File: src/eav_pkg.sv
// ----------------------------------------------------------------------------
// eav_pkg
// Shared types and constants for the email address validator.
// ----------------------------------------------------------------------------
package eav_pkg;

   localparam int WORD_W        = 64;
   localparam int NUM_WORD_REGS = 5;
   localparam int CSR_INDEX_W   = 3;

   localparam logic [CSR_INDEX_W-1:0] REG_SUFFIX_WORD_0 = 3'd0;
   localparam logic [CSR_INDEX_W-1:0] REG_SUFFIX_WORD_1 = 3'd1;
   localparam logic [CSR_INDEX_W-1:0] REG_SUFFIX_WORD_2 = 3'd2;
   localparam logic [CSR_INDEX_W-1:0] REG_SUFFIX_WORD_3 = 3'd3;
   localparam logic [CSR_INDEX_W-1:0] REG_SUFFIX_WORD_4 = 3'd4;
   localparam logic [CSR_INDEX_W-1:0] REG_SUFFIX_COUNT  = 3'd5;

   localparam logic [7:0] CH_AT  = 8'h40;
   localparam logic [7:0] CH_DOT = 8'h2E;

   typedef enum logic [2:0] {
      ST_START,
      ST_LOCAL,
      ST_AT,
      ST_LDOT,
      ST_DOM1,
      ST_DDOT,
      ST_DOMN,
      ST_REJECT
   } scan_state_type;

   typedef struct packed {
      logic              in_domain_label;
      logic              label_ok;
      logic [WORD_W-1:0] label_word;
   } scan_view_type;

   function automatic logic is_letter(input logic [7:0] c);
      return (c >= 8'h41 && c <= 8'h5A) || (c >= 8'h61 && c <= 8'h7A);
   endfunction

   function automatic logic is_alnum(input logic [7:0] c);
      return is_letter(c) || (c >= 8'h30 && c <= 8'h39);
   endfunction

endpackage

File: src/eav_scanner.sv
// ----------------------------------------------------------------------------
// eav_scanner
// Address recognizer and last-label buffer, advanced one character per step.
// ----------------------------------------------------------------------------
module eav_scanner #(
   parameter int MAX_SUFFIX_CHARS = 8
) (
   input  logic                  clock,
   input  logic                  reset,
   input  logic                  step,
   input  logic [7:0]            char_code,
   input  logic                  is_final,
   output eav_pkg::scan_view_type view
);
   import eav_pkg::*;

   localparam int BUF_W = 8 * MAX_SUFFIX_CHARS;
   localparam int LEN_W = $clog2(MAX_SUFFIX_CHARS + 1);

   scan_state_type   state_ff, state_in, nxt_state;
   logic [BUF_W-1:0] buffer_ff, buffer_in, nxt_buffer;
   logic [LEN_W-1:0] len_ff, len_in, nxt_len;
   logic             over_ff, over_in, nxt_over;
   logic [WORD_W-1:0] ext_buffer;
   logic [WORD_W-1:0] packed_word;
   logic              letter, alnum;

   always_ff @(posedge clock) begin
      if (reset) begin
         state_ff  <= ST_START;
         buffer_ff <= '0;
         len_ff    <= '0;
         over_ff   <= 1'b0;
      end else begin
         state_ff  <= state_in;
         buffer_ff <= buffer_in;
         len_ff    <= len_in;
         over_ff   <= over_in;
      end
   end

   always_comb begin
      letter = is_letter(char_code);
      alnum  = is_alnum(char_code);

      case (state_ff)
         ST_START: begin
            nxt_state = letter ? ST_LOCAL : ST_REJECT;
         end
         ST_LOCAL: begin
            if (alnum) nxt_state = ST_LOCAL;
            else if (char_code == CH_AT) nxt_state = ST_AT;
            else if (char_code == CH_DOT) nxt_state = ST_LDOT;
            else nxt_state = ST_REJECT;
         end
         ST_AT: begin
            nxt_state = letter ? ST_DOM1 : ST_REJECT;
         end
         ST_LDOT: begin
            nxt_state = letter ? ST_LOCAL : ST_REJECT;
         end
         ST_DOM1, ST_DOMN: begin
            if (alnum) nxt_state = state_ff;
            else if (char_code == CH_DOT) nxt_state = ST_DDOT;
            else nxt_state = ST_REJECT;
         end
         ST_DDOT: begin
            nxt_state = letter ? ST_DOMN : ST_REJECT;
         end
         default: begin
            nxt_state = ST_REJECT;
         end
      endcase

      nxt_buffer = buffer_ff;
      nxt_len    = len_ff;
      nxt_over   = over_ff;
      if (nxt_state != ST_REJECT) begin
         if (char_code == CH_DOT || char_code == CH_AT) begin
            nxt_buffer = '0;
            nxt_len    = '0;
            nxt_over   = 1'b0;
         end else if (len_ff < LEN_W'(MAX_SUFFIX_CHARS)) begin
            nxt_buffer = {buffer_ff[BUF_W-9:0], char_code};
            nxt_len    = len_ff + 1'b1;
         end else begin
            nxt_over = 1'b1;
         end
      end

      // left-align the held label into a full word
      ext_buffer  = WORD_W'(nxt_buffer);
      packed_word = '0;
      for (int k = 1; k <= MAX_SUFFIX_CHARS; k++) begin
         if (nxt_len == LEN_W'(k)) packed_word = ext_buffer << (8 * (8 - k));
      end

      view.in_domain_label = (nxt_state == ST_DOMN);
      view.label_ok        = (nxt_len != '0) && !nxt_over;
      view.label_word      = packed_word;

      state_in  = state_ff;
      buffer_in = buffer_ff;
      len_in    = len_ff;
      over_in   = over_ff;
      if (step) begin
         if (is_final) begin
            state_in  = ST_START;
            buffer_in = '0;
            len_in    = '0;
            over_in   = 1'b0;
         end else begin
            state_in  = nxt_state;
            buffer_in = nxt_buffer;
            len_in    = nxt_len;
            over_in   = nxt_over;
         end
      end
   end

   a_restart_after_final: assert property (@(posedge clock) disable iff (reset)
      step && is_final |=> state_ff == ST_START && len_ff == '0 && !over_ff)
      else $error("scanner did not restart after final transaction");

   a_len_bound: assert property (@(posedge clock) disable iff (reset)
      over_ff |-> len_ff == LEN_W'(MAX_SUFFIX_CHARS))
      else $error("label overflow flagged with a partly filled buffer");

endmodule

File: src/email_address_validator.sv
// ----------------------------------------------------------------------------
// email_address_validator
// Streams an address one character per transaction and answers once per
// address whether it is well formed and ends in a configured suffix word.
// ----------------------------------------------------------------------------
// One character is taken every cycle while no final character waits on the
// result register. A character passes through an input register, from which
// the recognizer state and label buffer step and, on the final character, the
// suffix compares load the result register that drives is_valid. Only a final
// character waits on a full, stalled result register; other characters keep
// flowing. Suffix words and count are to be written only while no address is
// in flight; the block itself does not enforce it.
module email_address_validator #(
   parameter int MAX_SUFFIX_CHARS = 8,
   parameter int NUM_SUFFIXES     = 5
) (
   input  logic                               clock,
   input  logic                               reset,
   input  logic                               req_valid,
   output logic                               req_stall,
   input  logic [7:0]                         req_char_code,
   input  logic                               req_is_final,
   output logic                               rsp_valid,
   input  logic                               rsp_stall,
   output logic                               rsp_is_valid,
   input  logic                               csr_write_enable,
   input  logic [eav_pkg::CSR_INDEX_W-1:0]    csr_index,
   input  logic [eav_pkg::WORD_W-1:0]         csr_data
);
   import eav_pkg::*;

   localparam int NUM_ACTIVE = (NUM_SUFFIXES < NUM_WORD_REGS) ? NUM_SUFFIXES : NUM_WORD_REGS;

   logic [WORD_W-1:0] suffix_word_ff [NUM_WORD_REGS];
   logic [2:0]        suffix_count_ff;

   logic              in_valid_ff, in_valid_in;
   logic [7:0]        in_char_ff;
   logic              in_final_ff;
   logic              rsp_valid_ff, rsp_valid_in;
   logic              rsp_is_valid_ff, rsp_is_valid_in;

   logic              accept, step, out_free, hit, is_valid_in;
   scan_view_type     view;

   assign out_free  = !rsp_valid_ff || !rsp_stall;
   assign step      = in_valid_ff && (!in_final_ff || out_free);
   assign req_stall = in_valid_ff && !step;
   assign accept    = req_valid && !req_stall;

   always_ff @(posedge clock) begin
      if (reset) begin
         for (int i = 0; i < NUM_WORD_REGS; i++) suffix_word_ff[i] <= '0;
         suffix_count_ff <= '0;
      end else if (csr_write_enable) begin
         case (csr_index)
            REG_SUFFIX_WORD_0: suffix_word_ff[0] <= csr_data;
            REG_SUFFIX_WORD_1: suffix_word_ff[1] <= csr_data;
            REG_SUFFIX_WORD_2: suffix_word_ff[2] <= csr_data;
            REG_SUFFIX_WORD_3: suffix_word_ff[3] <= csr_data;
            REG_SUFFIX_WORD_4: suffix_word_ff[4] <= csr_data;
            REG_SUFFIX_COUNT:  suffix_count_ff   <= csr_data[2:0];
            default: ;
         endcase
      end
   end

   assign in_valid_in = accept || (in_valid_ff && !step);

   always_ff @(posedge clock) begin
      if (reset) begin
         in_valid_ff <= 1'b0;
      end else begin
         in_valid_ff <= in_valid_in;
      end
   end

   always_ff @(posedge clock) begin
      if (accept) begin
         in_char_ff  <= req_char_code;
         in_final_ff <= req_is_final;
      end
   end

   eav_scanner #(
      .MAX_SUFFIX_CHARS(MAX_SUFFIX_CHARS)
   ) u_scanner (
      .clock    (clock),
      .reset    (reset),
      .step     (step),
      .char_code(in_char_ff),
      .is_final (in_final_ff),
      .view     (view)
   );

   always_comb begin
      hit = 1'b0;
      for (int i = 0; i < NUM_ACTIVE; i++) begin
         if (3'(i) < suffix_count_ff && suffix_word_ff[i] == view.label_word) hit = 1'b1;
      end
      is_valid_in = view.in_domain_label && view.label_ok && hit;

      rsp_valid_in    = rsp_valid_ff && rsp_stall;
      rsp_is_valid_in = rsp_is_valid_ff;
      if (step && in_final_ff) begin
         rsp_valid_in    = 1'b1;
         rsp_is_valid_in = is_valid_in;
      end
   end

   always_ff @(posedge clock) begin
      if (reset) begin
         rsp_valid_ff <= 1'b0;
      end else begin
         rsp_valid_ff <= rsp_valid_in;
      end
   end

   always_ff @(posedge clock) begin
      rsp_is_valid_ff <= rsp_is_valid_in;
   end

   assign rsp_valid    = rsp_valid_ff;
   assign rsp_is_valid = rsp_is_valid_ff;

   a_rsp_from_final: assert property (@(posedge clock) disable iff (reset)
      !$past(rsp_valid_ff) && rsp_valid_ff |-> $past(step && in_final_ff))
      else $error("response raised without a final transaction");

   a_no_overwrite: assert property (@(posedge clock) disable iff (reset)
      step && in_final_ff |-> !rsp_valid_ff || !rsp_stall)
      else $error("final transaction stepped over a pending response");

   a_match_needs_count: assert property (@(posedge clock) disable iff (reset)
      step && in_final_ff && is_valid_in |-> suffix_count_ff != 3'd0)
      else $error("address matched with no suffix words in use");

endmodule
File: config.mk
export PLATFORM = sky130hd
export DESIGN_NAME = email_address_validator
export DESIGN_NICKNAME = d
export VERILOG_FILES = /design/src/eav_pkg.sv /design/src/eav_scanner.sv /design/src/email_address_validator.sv
export SDC_FILE = /design/constraint.sdc
export NUM_CORES = 1
export LEC_CHECK = 0
export BUFFER_PORTS_ARGS = -buffer_cell sky130_fd_sc_hd__buf_2
export CORE_ASPECT_RATIO = 0.8
export CORE_UTILIZATION = 40
export CTS_CLUSTER_SIZE = 24
export DETAILED_ROUTE_END_ITERATION = 7
export GPL_TIMING_DRIVEN = 0
export PLACE_DENSITY = 0.62
export SLEW_MARGIN = 20
export SYNTH_ARGS = -nofsm -noshare
export SYNTH_HDL_FRONTEND = slang
export SYNTH_SLANG_ARGS = --single-unit
File: constraint.sdc
create_clock -name clock -period 12.2 [get_ports clock]
set_clock_uncertainty 0.2 [all_clocks]
set_input_delay 0.61 -clock clock [delete_from_list [all_inputs] [get_ports clock]]
set_output_delay 0.61 -clock clock [all_outputs]
set_load 0.01 [all_outputs]
==> impl_metrics.json, run 1 <==
{
  "core-area_mm2": 0.0524,
  "synth_edf_count": 330,
  "die_y_um": 208,
  "num_vias": 18000,
  "area_growth_pct": 13.8,
  "cts_resized": 0,
  "grtUsageTotal_pct": 35.5,
  "period_minus_slack_ps": 8380,
  "setup_viol": 0,
  "postCtsSetupRepairBufs": 0,
  "yosysTopAreaCellShare_pct": 46.8,
  "syn_inst": 1874,
  "wirelength_um": 96200,
  "ys_ff_latch": 407,
  "grt_max_degree": 48,
  "rsz0062_at_grt": "no",
  "criticalPathCategory": "reg -> reg",
  "required_ps": 12300,
  "gr-total-overflow": 0,
  "hold_viol": 0,
  "p_leak_nw": 7.96,
  "antenna_found_initial": 3,
  "crit_path_end_kind": "flip-flop",
  "dr.first_iter.drc_count": 2919,
  "critPathLaunchType": "flip-flop",
  "start_util_pct": 40.4,
  "drive_gt1_share_pct": 12.2,
  "async_flop_share_pct": 0,
  "reg2reg_from": "in_char_ff[3]",
  "setup_tns_ps": 0,
  "drc": 0,
  "avgSynthCellArea_um2": 11.3,
  "synth-seq-area-share_pct": 54.1,
  "cts_buffer_depth": 3,
  "hp-start": "req_is_final",
  "synth_nets": 1956,
  "timing.final.crit_share_pct": 68.7,
  "whs_path_depth": 1,
  "synthDistinctLibCells": 90,
  "dp_hpwl_um": 74900,
  "min_to": "in_final_ff",
  "hold_slack_ps": 14.0,
  "p_per_area_mw_per_mm2": 136,
  "clock-sinks": 407,
  "synth_warnings": 0,
  "cp.arrival_ps": 8480,
  "htreeDepth": 2,
  "r2r_end": "rsp_is_valid",
  "io_pins": 84,
  "worst_hold_path_type": "in -> reg",
  "syn_area_mm2": 0.0212,
  "grt_pass1_wl_um": 133000,
  "slew_violations": 0,
  "first_global_vias": 16700,
  "routabilityCongestion": 1.03,
  "drv_cap": 0,
  "first_pass_iters": 6,
  "io_buffers": 83,
  "crit_fanout": 10,
  "vias_per_cell": 6.56,
  "relSlewSlack_pct": 15.7,
  "status": "complete, no violations",
  "cts_tree": "yes",
  "die-area_mm2": 0.0539,
  "final_antenna_net_count": 0,
  "synth_top_cell_by_area": "edfxtp_1",
  "worst_pin_slew_ps": 1260,
  "rrSetupSlack_ps": 3820,
  "path_clk_slew_ps": 60,
  "peakVddDrop_mv": 0.112,
  "wl_per_cell_um": 35.1,
  "dieWidth_um": 259,
  "insertion_delay_ps": 600,
  "fmax_ghz": 0.119,
  "cts_buffers": 43,
  "ys.flop_type": "edfxtp_1",
  "nets": 2098,
  "synthTopCellsByArea": "edfxtp_1 (47%), dfxtp_1 (7.3%), xnor2_1 (5.6%), xor2_1 (5.2%), a22oi_1 (3.4%)",
  "reg2regPathDepth": 17,
  "fill_cells": 4905,
  "cts-root-buf": "clkbuf_16",
  "num_rows": 75
}
==> layout by cell type (no fill, tap or decap), types with 9 or more instances in the layout <==
| master | instances |
|---|---|
| nand4_1 | 37 |
| buf_2 | 109 |
| clkbuf_16 | 43 |
| nor3_1 | 24 |
| nand2_1 | 83 |
| a2111oi_0 | 9 |
| nor4b_1 | 13 |
| inv_1 | 15 |
| a31oi_1 | 31 |
| a22oi_1 | 97 |
| clkinv_1 | 12 |
| xor2_1 | 126 |
| nor4_1 | 34 |
| mux2_2 | 9 |
| a211oi_1 | 11 |
| and2_1 | 81 |
| nor2_1 | 150 |
| o211ai_1 | 13 |
| edfxtp_1 | 330 |
| xnor2_1 | 135 |
| mux2i_1 | 12 |
| clkbuf_1 | 79 |
| o22ai_1 | 31 |
| a222oi_1 | 13 |
| a21oi_1 | 68 |
| nand3_1 | 44 |
| a221oi_1 | 12 |
| o21ai_0 | 69 |
| o221ai_1 | 10 |
| buf_1 | 9 |
| dfxtp_1 | 77 |
| o32ai_1 | 10 |
| o2111ai_1 | 11 |
| o21ai_1 | 15 |
| a22o_1 | 44 |
==> power breakdown <==
| group | total, mW | internal, mW | switching [mW] |
|---|---|---|---|
| Sequential | 1.66 | 1.60 | 0.0580 |
| Clock | 1.25 | 0.678 | 0.569 |
| Combinational | 0.368 | 0.115 | 0.253 |
==> state kept, by name (all words and copies together) (netlist names), 3 cells and up <==
name and count:
suffix_count_ff 3, in_char_ff 8, suffix_word_ff 320, u_scanner.buffer_ff 64
u_scanner.state_ff 3, u_scanner.len_ff 4
==> what timing repair did <==
action,CTS,global route
hold buffers,3,0
hold endpoints to repair,3,0
setup endpoints to repair,0,0
==> worst max-delay path: stages (launching register included) <==
cell and delay [ps]:
edfxtp_1 560, or4_4 590, o221ai_4 310, o221ai_2 230, nor4_4 580, buf_4 290, o22ai_1 130, nand4_1 330
buf_4 310, buf_2 400, buf_1 840, buf_1 890, o21ai_1 550, xnor2_1 570, nand4_1 330, nor4_1 360
a31oi_1 80, a31oi_1 530
==> logic make-up (layout without fill, tap and decap cells) <==
kind of cell,count (synthesis),count (layout),synth area share (%)
AO/OA/AOI/OAI,527,527,18.4
AND/OR/NAND/NOR,526,526,12.8
flip-flops,407,407,54.1
XOR/XNOR,261,261,10.8
buffers and inverters,128,300,2.65
multiplexers,24,24,1.19
adder cells (fa/ha/maj),1,1,0.0591
other,0,1,0
==> metrics by stage <==
stage / total power [mW] / instances / util, % / worst slack [ps] / cell area [um^2]
2_1_floorplan: 1.87 / 1874 / - / 7270 / 21200
3_3_place_gp: 2.03 / 2650 / 42.9 / 3770 / 22500
3_5_place_dp: 2.04 / 2661 / 43.5 / 4140 / 22800
4_1_cts: 3.26 / 2739 / 46.0 / 4110 / 24100
5_1_grt: 3.35 / 2739 / 46.0 / 3970 / 24100
6_report: 3.27 / 2740 / 46.0 / 3820 / 24100
==> layout make-up <==
cell class	count	area [um^2]	share of cell area, %
buffer	112	502	2.08
sequential	407	11500	47.5
inverter	16	60.1	0.249
tap	693	867	3.60
clock inverter	20	154	0.639
timing repair buffer	97	643	2.67
antenna	1	2.50	0.0104
clock buffer	55	1130	4.70
multi-input combinational	1339	9280	38.5
==> Yosys cell counts (6+ instances only) <==
cell type	count
o221ai_1	10
o21ai_1	17
or3_1	8
nand2b_1	6
nor2_1	150
nor4_1	35
a211oi_1	11
nor4b_1	13
nand3_1	44
clkbuf_1	68
o21ai_0	69
a2111oi_0	13
buf_2	25
inv_1	15
nand4_1	37
nor2b_1	8
edfxtp_1	330
a222oi_1	13
nor3_1	25
dfxtp_1	77
and3_1	8
o32ai_1	11
nand2_1	83
a31oi_1	32
buf_1	9
a21oi_1	68
a221oi_1	12
mux2i_1	15
a22oi_1	97
xor2_1	126
mux2_2	9
o2111ai_1	11
o211ai_1	13
and2_1	81
xnor2_1	135
a22o_1	44
o22ai_1	32
==> layer usage <==
metal,share of wire (%),global-route usage (%),vias up
met4,2.7,8.82,0
met5,0,0,-
met2,40,48.6,1170
li1,-,-,7529
met3,12,8.69,150
met1,45,55.1,9130
==> how the worst max path moves through the flow <==
stage	start	endpoint	slack (ps)	cells after the start
after floorplan	in_char_ff[3]	rsp_is_valid	7270	18
after global placement	in_char_ff[3]	rsp_is_valid	3770	17
after detailed placement	in_char_ff[3]	rsp_is_valid	4140	17
after CTS	in_char_ff[3]	rsp_is_valid	4110	17
after global routing	in_char_ff[3]	rsp_is_valid	3970	17
final	in_char_ff[3]	rsp_is_valid	3820	17
Note: power is estimated with default switching activity, not from simulation.
==> run 2, diff against run 1 <==
==> constraint.sdc (replaced) <==
create_clock -name clock -period 8.2 [get_ports clock]
set_clock_uncertainty 0.2 [all_clocks]
set_input_delay 0.41 -clock clock [delete_from_list [all_inputs] [get_ports clock]]
set_output_delay 0.41 -clock clock [all_outputs]
set_load 0.01 [all_outputs]
==> run 2 against run 1 <==
Effect of this change:
- the flow now finishes with violations (DRC, setup timing)
- clock power increased by 49%
- final area rose by 0.60%
- global-route usage up 0.072 points
- sequential share of layout area down 0.28 points
- register-to-register slack worse by 3900 ps
- first-iteration DRC count shrank 1.3%
- via count rose by 0.51%
- combinational power grew 50%
- final cell count up 0.51%
- worst setup slack worse by 3900 ps
- critical path type unchanged
==> impl_metrics.json, run 2 (same netlist as run 1, synthesis figures left out) <==
{
  "final_antenna_net_count": 0,
  "switching_share_pct": 26.9,
  "grtUsageTotal_pct": 35.5,
  "crit_fanout": 10,
  "first_pass_iters": 7,
  "period_minus_slack_ps": 8310,
  "met2_length_um": 39000,
  "critPathCapture": "rsp_is_valid",
  "status": "complete, but fails checks",
  "largest_reg_flops": 320,
  "drive_gt1_share_pct": 12.2,
  "regMostFlops": "suffix_word_ff",
  "layout.cells.non_filler": 2754,
  "die-area_mm2": 0.0539,
  "gr-total-overflow": 0,
  "reg2reg_from": "in_char_ff[3]",
  "cts_tree": "yes",
  "dr.max_layer_used": "met4",
  "setup_tns_ps": -111,
  "reg2regPathDepth": 16,
  "path_cells": "or4_4 > o221ai_4 > o221a_2 > nand4_2 > clkbuf_1 > mux2i_2 > clkbuf_1 > nor2_1 > o22ai_1 > nand2_1 > xor2_1 > nor4_1 > nand4_1 > nor4_1 > a31oi_1 > a31oi_1",
  "seqPwrFrac_pct": 50.6,
  "fill_cells": 4896,
  "rsz0062_at_grt": "no",
  "crit_path_end_kind": "flip-flop",
  "p_leak_nw": 8.02,
  "antenna_found_initial": 3,
  "cts_buffers": 43,
  "hp-start": "csr_data[29]",
  "grt_pass1_wl_um": 133000,
  "clock-sinks": 407,
  "final_area_mm2": 0.0242,
  "fmax_ghz": 0.120,
  "layout_common_cells": "edfxtp_1 (330), nor2_1 (150), xnor2_1 (135)",
  "hold_viol": 0,
  "die_y_um": 208,
  "critPathLaunchType": "flip-flop",
  "cp.arrival_ps": 8410,
  "rrSetupSlack_ps": -110,
  "core-area_mm2": 0.0524,
  "wl_per_cell_um": 35.0,
  "largestRegisters": "suffix_word_ff (320), u_scanner.buffer_ff (64), in_char_ff (8)",
  "cp-startpoint": "in_char_ff[3]",
  "failed_checks": "DRC, setup timing",
  "drv_cap": 0,
  "worst_pin_slew_ps": 1260,
  "num_rows": 75,
  "cts-root-buf": "clkbuf_16",
  "vias_per_cell": 6.56,
  "peakVddDrop_mv": 0.165,
  "criticalPathCategory": "reg -> reg",
  "wirelength_um": 96300,
  "placed_cells": 2661,
  "p_per_area_mw_per_mm2": 201,
  "place_area_mm2": 0.0228,
  "slowest_stage": "mux2i_2",
  "worst_slack_ps": -111,
  "slew_violations": 0,
  "nets": 2110,
  "relSlewSlack_pct": 15.5,
  "start_util_pct": 40.4,
  "dp_hpwl_um": 74900,
  "htreeDepth": 2,
  "drc": 4,
  "timing.final.crit_share_pct": 101,
  "setup_viol": 1,
  "postCtsSetupRepairBufs": 0,
  "dr.first_iter.drc_count": 2882,
  "num_vias": 18100,
  "worst_hold_path_type": "in -> reg",
  "p_int_mw": 3.56,
  "dieWidth_um": 259,
  "required_ps": 8300,
  "hold_slack_ps": 10.2,
  "io_buffers": 83,
  "routabilityCongestion": 1.03,
  "cts_buffer_depth": 3,
  "final_common_cell": "edfxtp_1",
  "insertion_delay_ps": 610,
  "cpPeakStageDelay_ps": 850,
  "clockPowerShare_pct": 38.1,
  "fin_util_pct": 46.3,
  "p_sw_mw": 1.31,
  "first_global_vias": 16700,
  "drt-met1-wl_um": 43500,
  "path_clk_slew_ps": 60,
  "pwr-share-comb_pct": 11.3,
  "r2r_end": "rsp_is_valid",
  "io_pins": 84,
  "area_growth_pct": 14.4,
  "wl_met3_um": 11300,
  "grt_max_degree": 48
}
## run 2: cell count changes in the layout (fill, tap and decap cells not counted), sizes merged
cell,previous run,this run
buf,137,135
dlygate4sd3,3,15
clkdlybuf4s15,0,1
clkbuf,124,125
diode,1,3
## run 2: power groups by stage
stage | Clock (mW) | Combinational (mW) | Sequential, mW
floorplan | 0 | 0.299 | 2.48
global placement | 0 | 0.509 | 2.51
finish | 1.86 | 0.552 | 2.47
global route | 1.94 | 0.576 | 2.48
CTS | 1.86 | 0.536 | 2.46
detailed placement | 0 | 0.527 | 2.51
## run 2: layout make-up
class                   count  area, um^2  area share (%)
diodes                      3        7.51          0.0310
plain buffers             112         509            2.10
clock buffers              55        1130            4.67
clock inverters            20         154           0.635
inverters                  16        60.1           0.248
multi-input cells        1339        9290            38.3
flip-flops and latches    407       11500            47.3
well taps                 693         867            3.58
repair buffers            109         763            3.15
## run 2: routing by layer
metal	vias to the layer above	track usage, %
met5	-	0
met3	141	8.69
li1	7546	-
met1	9200	55.2
met4	0	8.82
met2	1184	48.8
## run 2: timing repair
item	CTS	global route
endpoints found under the setup margin	0	1
hold buffers	15	0
hold endpoints to repair	19	0
gates resized for setup	0	5
## run 2: worst min path at each step
| stage | cells past startpoint | to |
|---|---|---|
| final | 2 | suffix_word_ff[0][285] |
| after global routing | 2 | suffix_word_ff[0][168] |
| after CTS | 2 | suffix_word_ff[0][229] |
| after detailed placement | 2 | u_scanner.buffer_ff[56] |
| after global placement | 2 | u_scanner.buffer_ff[58] |
| after floorplan | 2 | u_scanner.buffer_ff[61] |
## run 2: through the flow
| step | total power, mW | setup WS, ps |
|---|---|---|
| global route | 4.99 | 48.6 |
| detailed placement | 3.03 | 142 |
| floorplan | 2.78 | 3270 |
| finish | 4.88 | -111 |
| global placement | 3.02 | -228 |
| CTS | 4.86 | 107 |
## run 2: worst max-delay path, delay by kind of cell (launching register included)
kind | cells | cell delay, ps
flops | 1 | 580
compound gates | 5 | 1960
simple gates | 7 | 3130
xor+xnor | 1 | 250
mux | 1 | 850
buf+inv | 2 | 1050
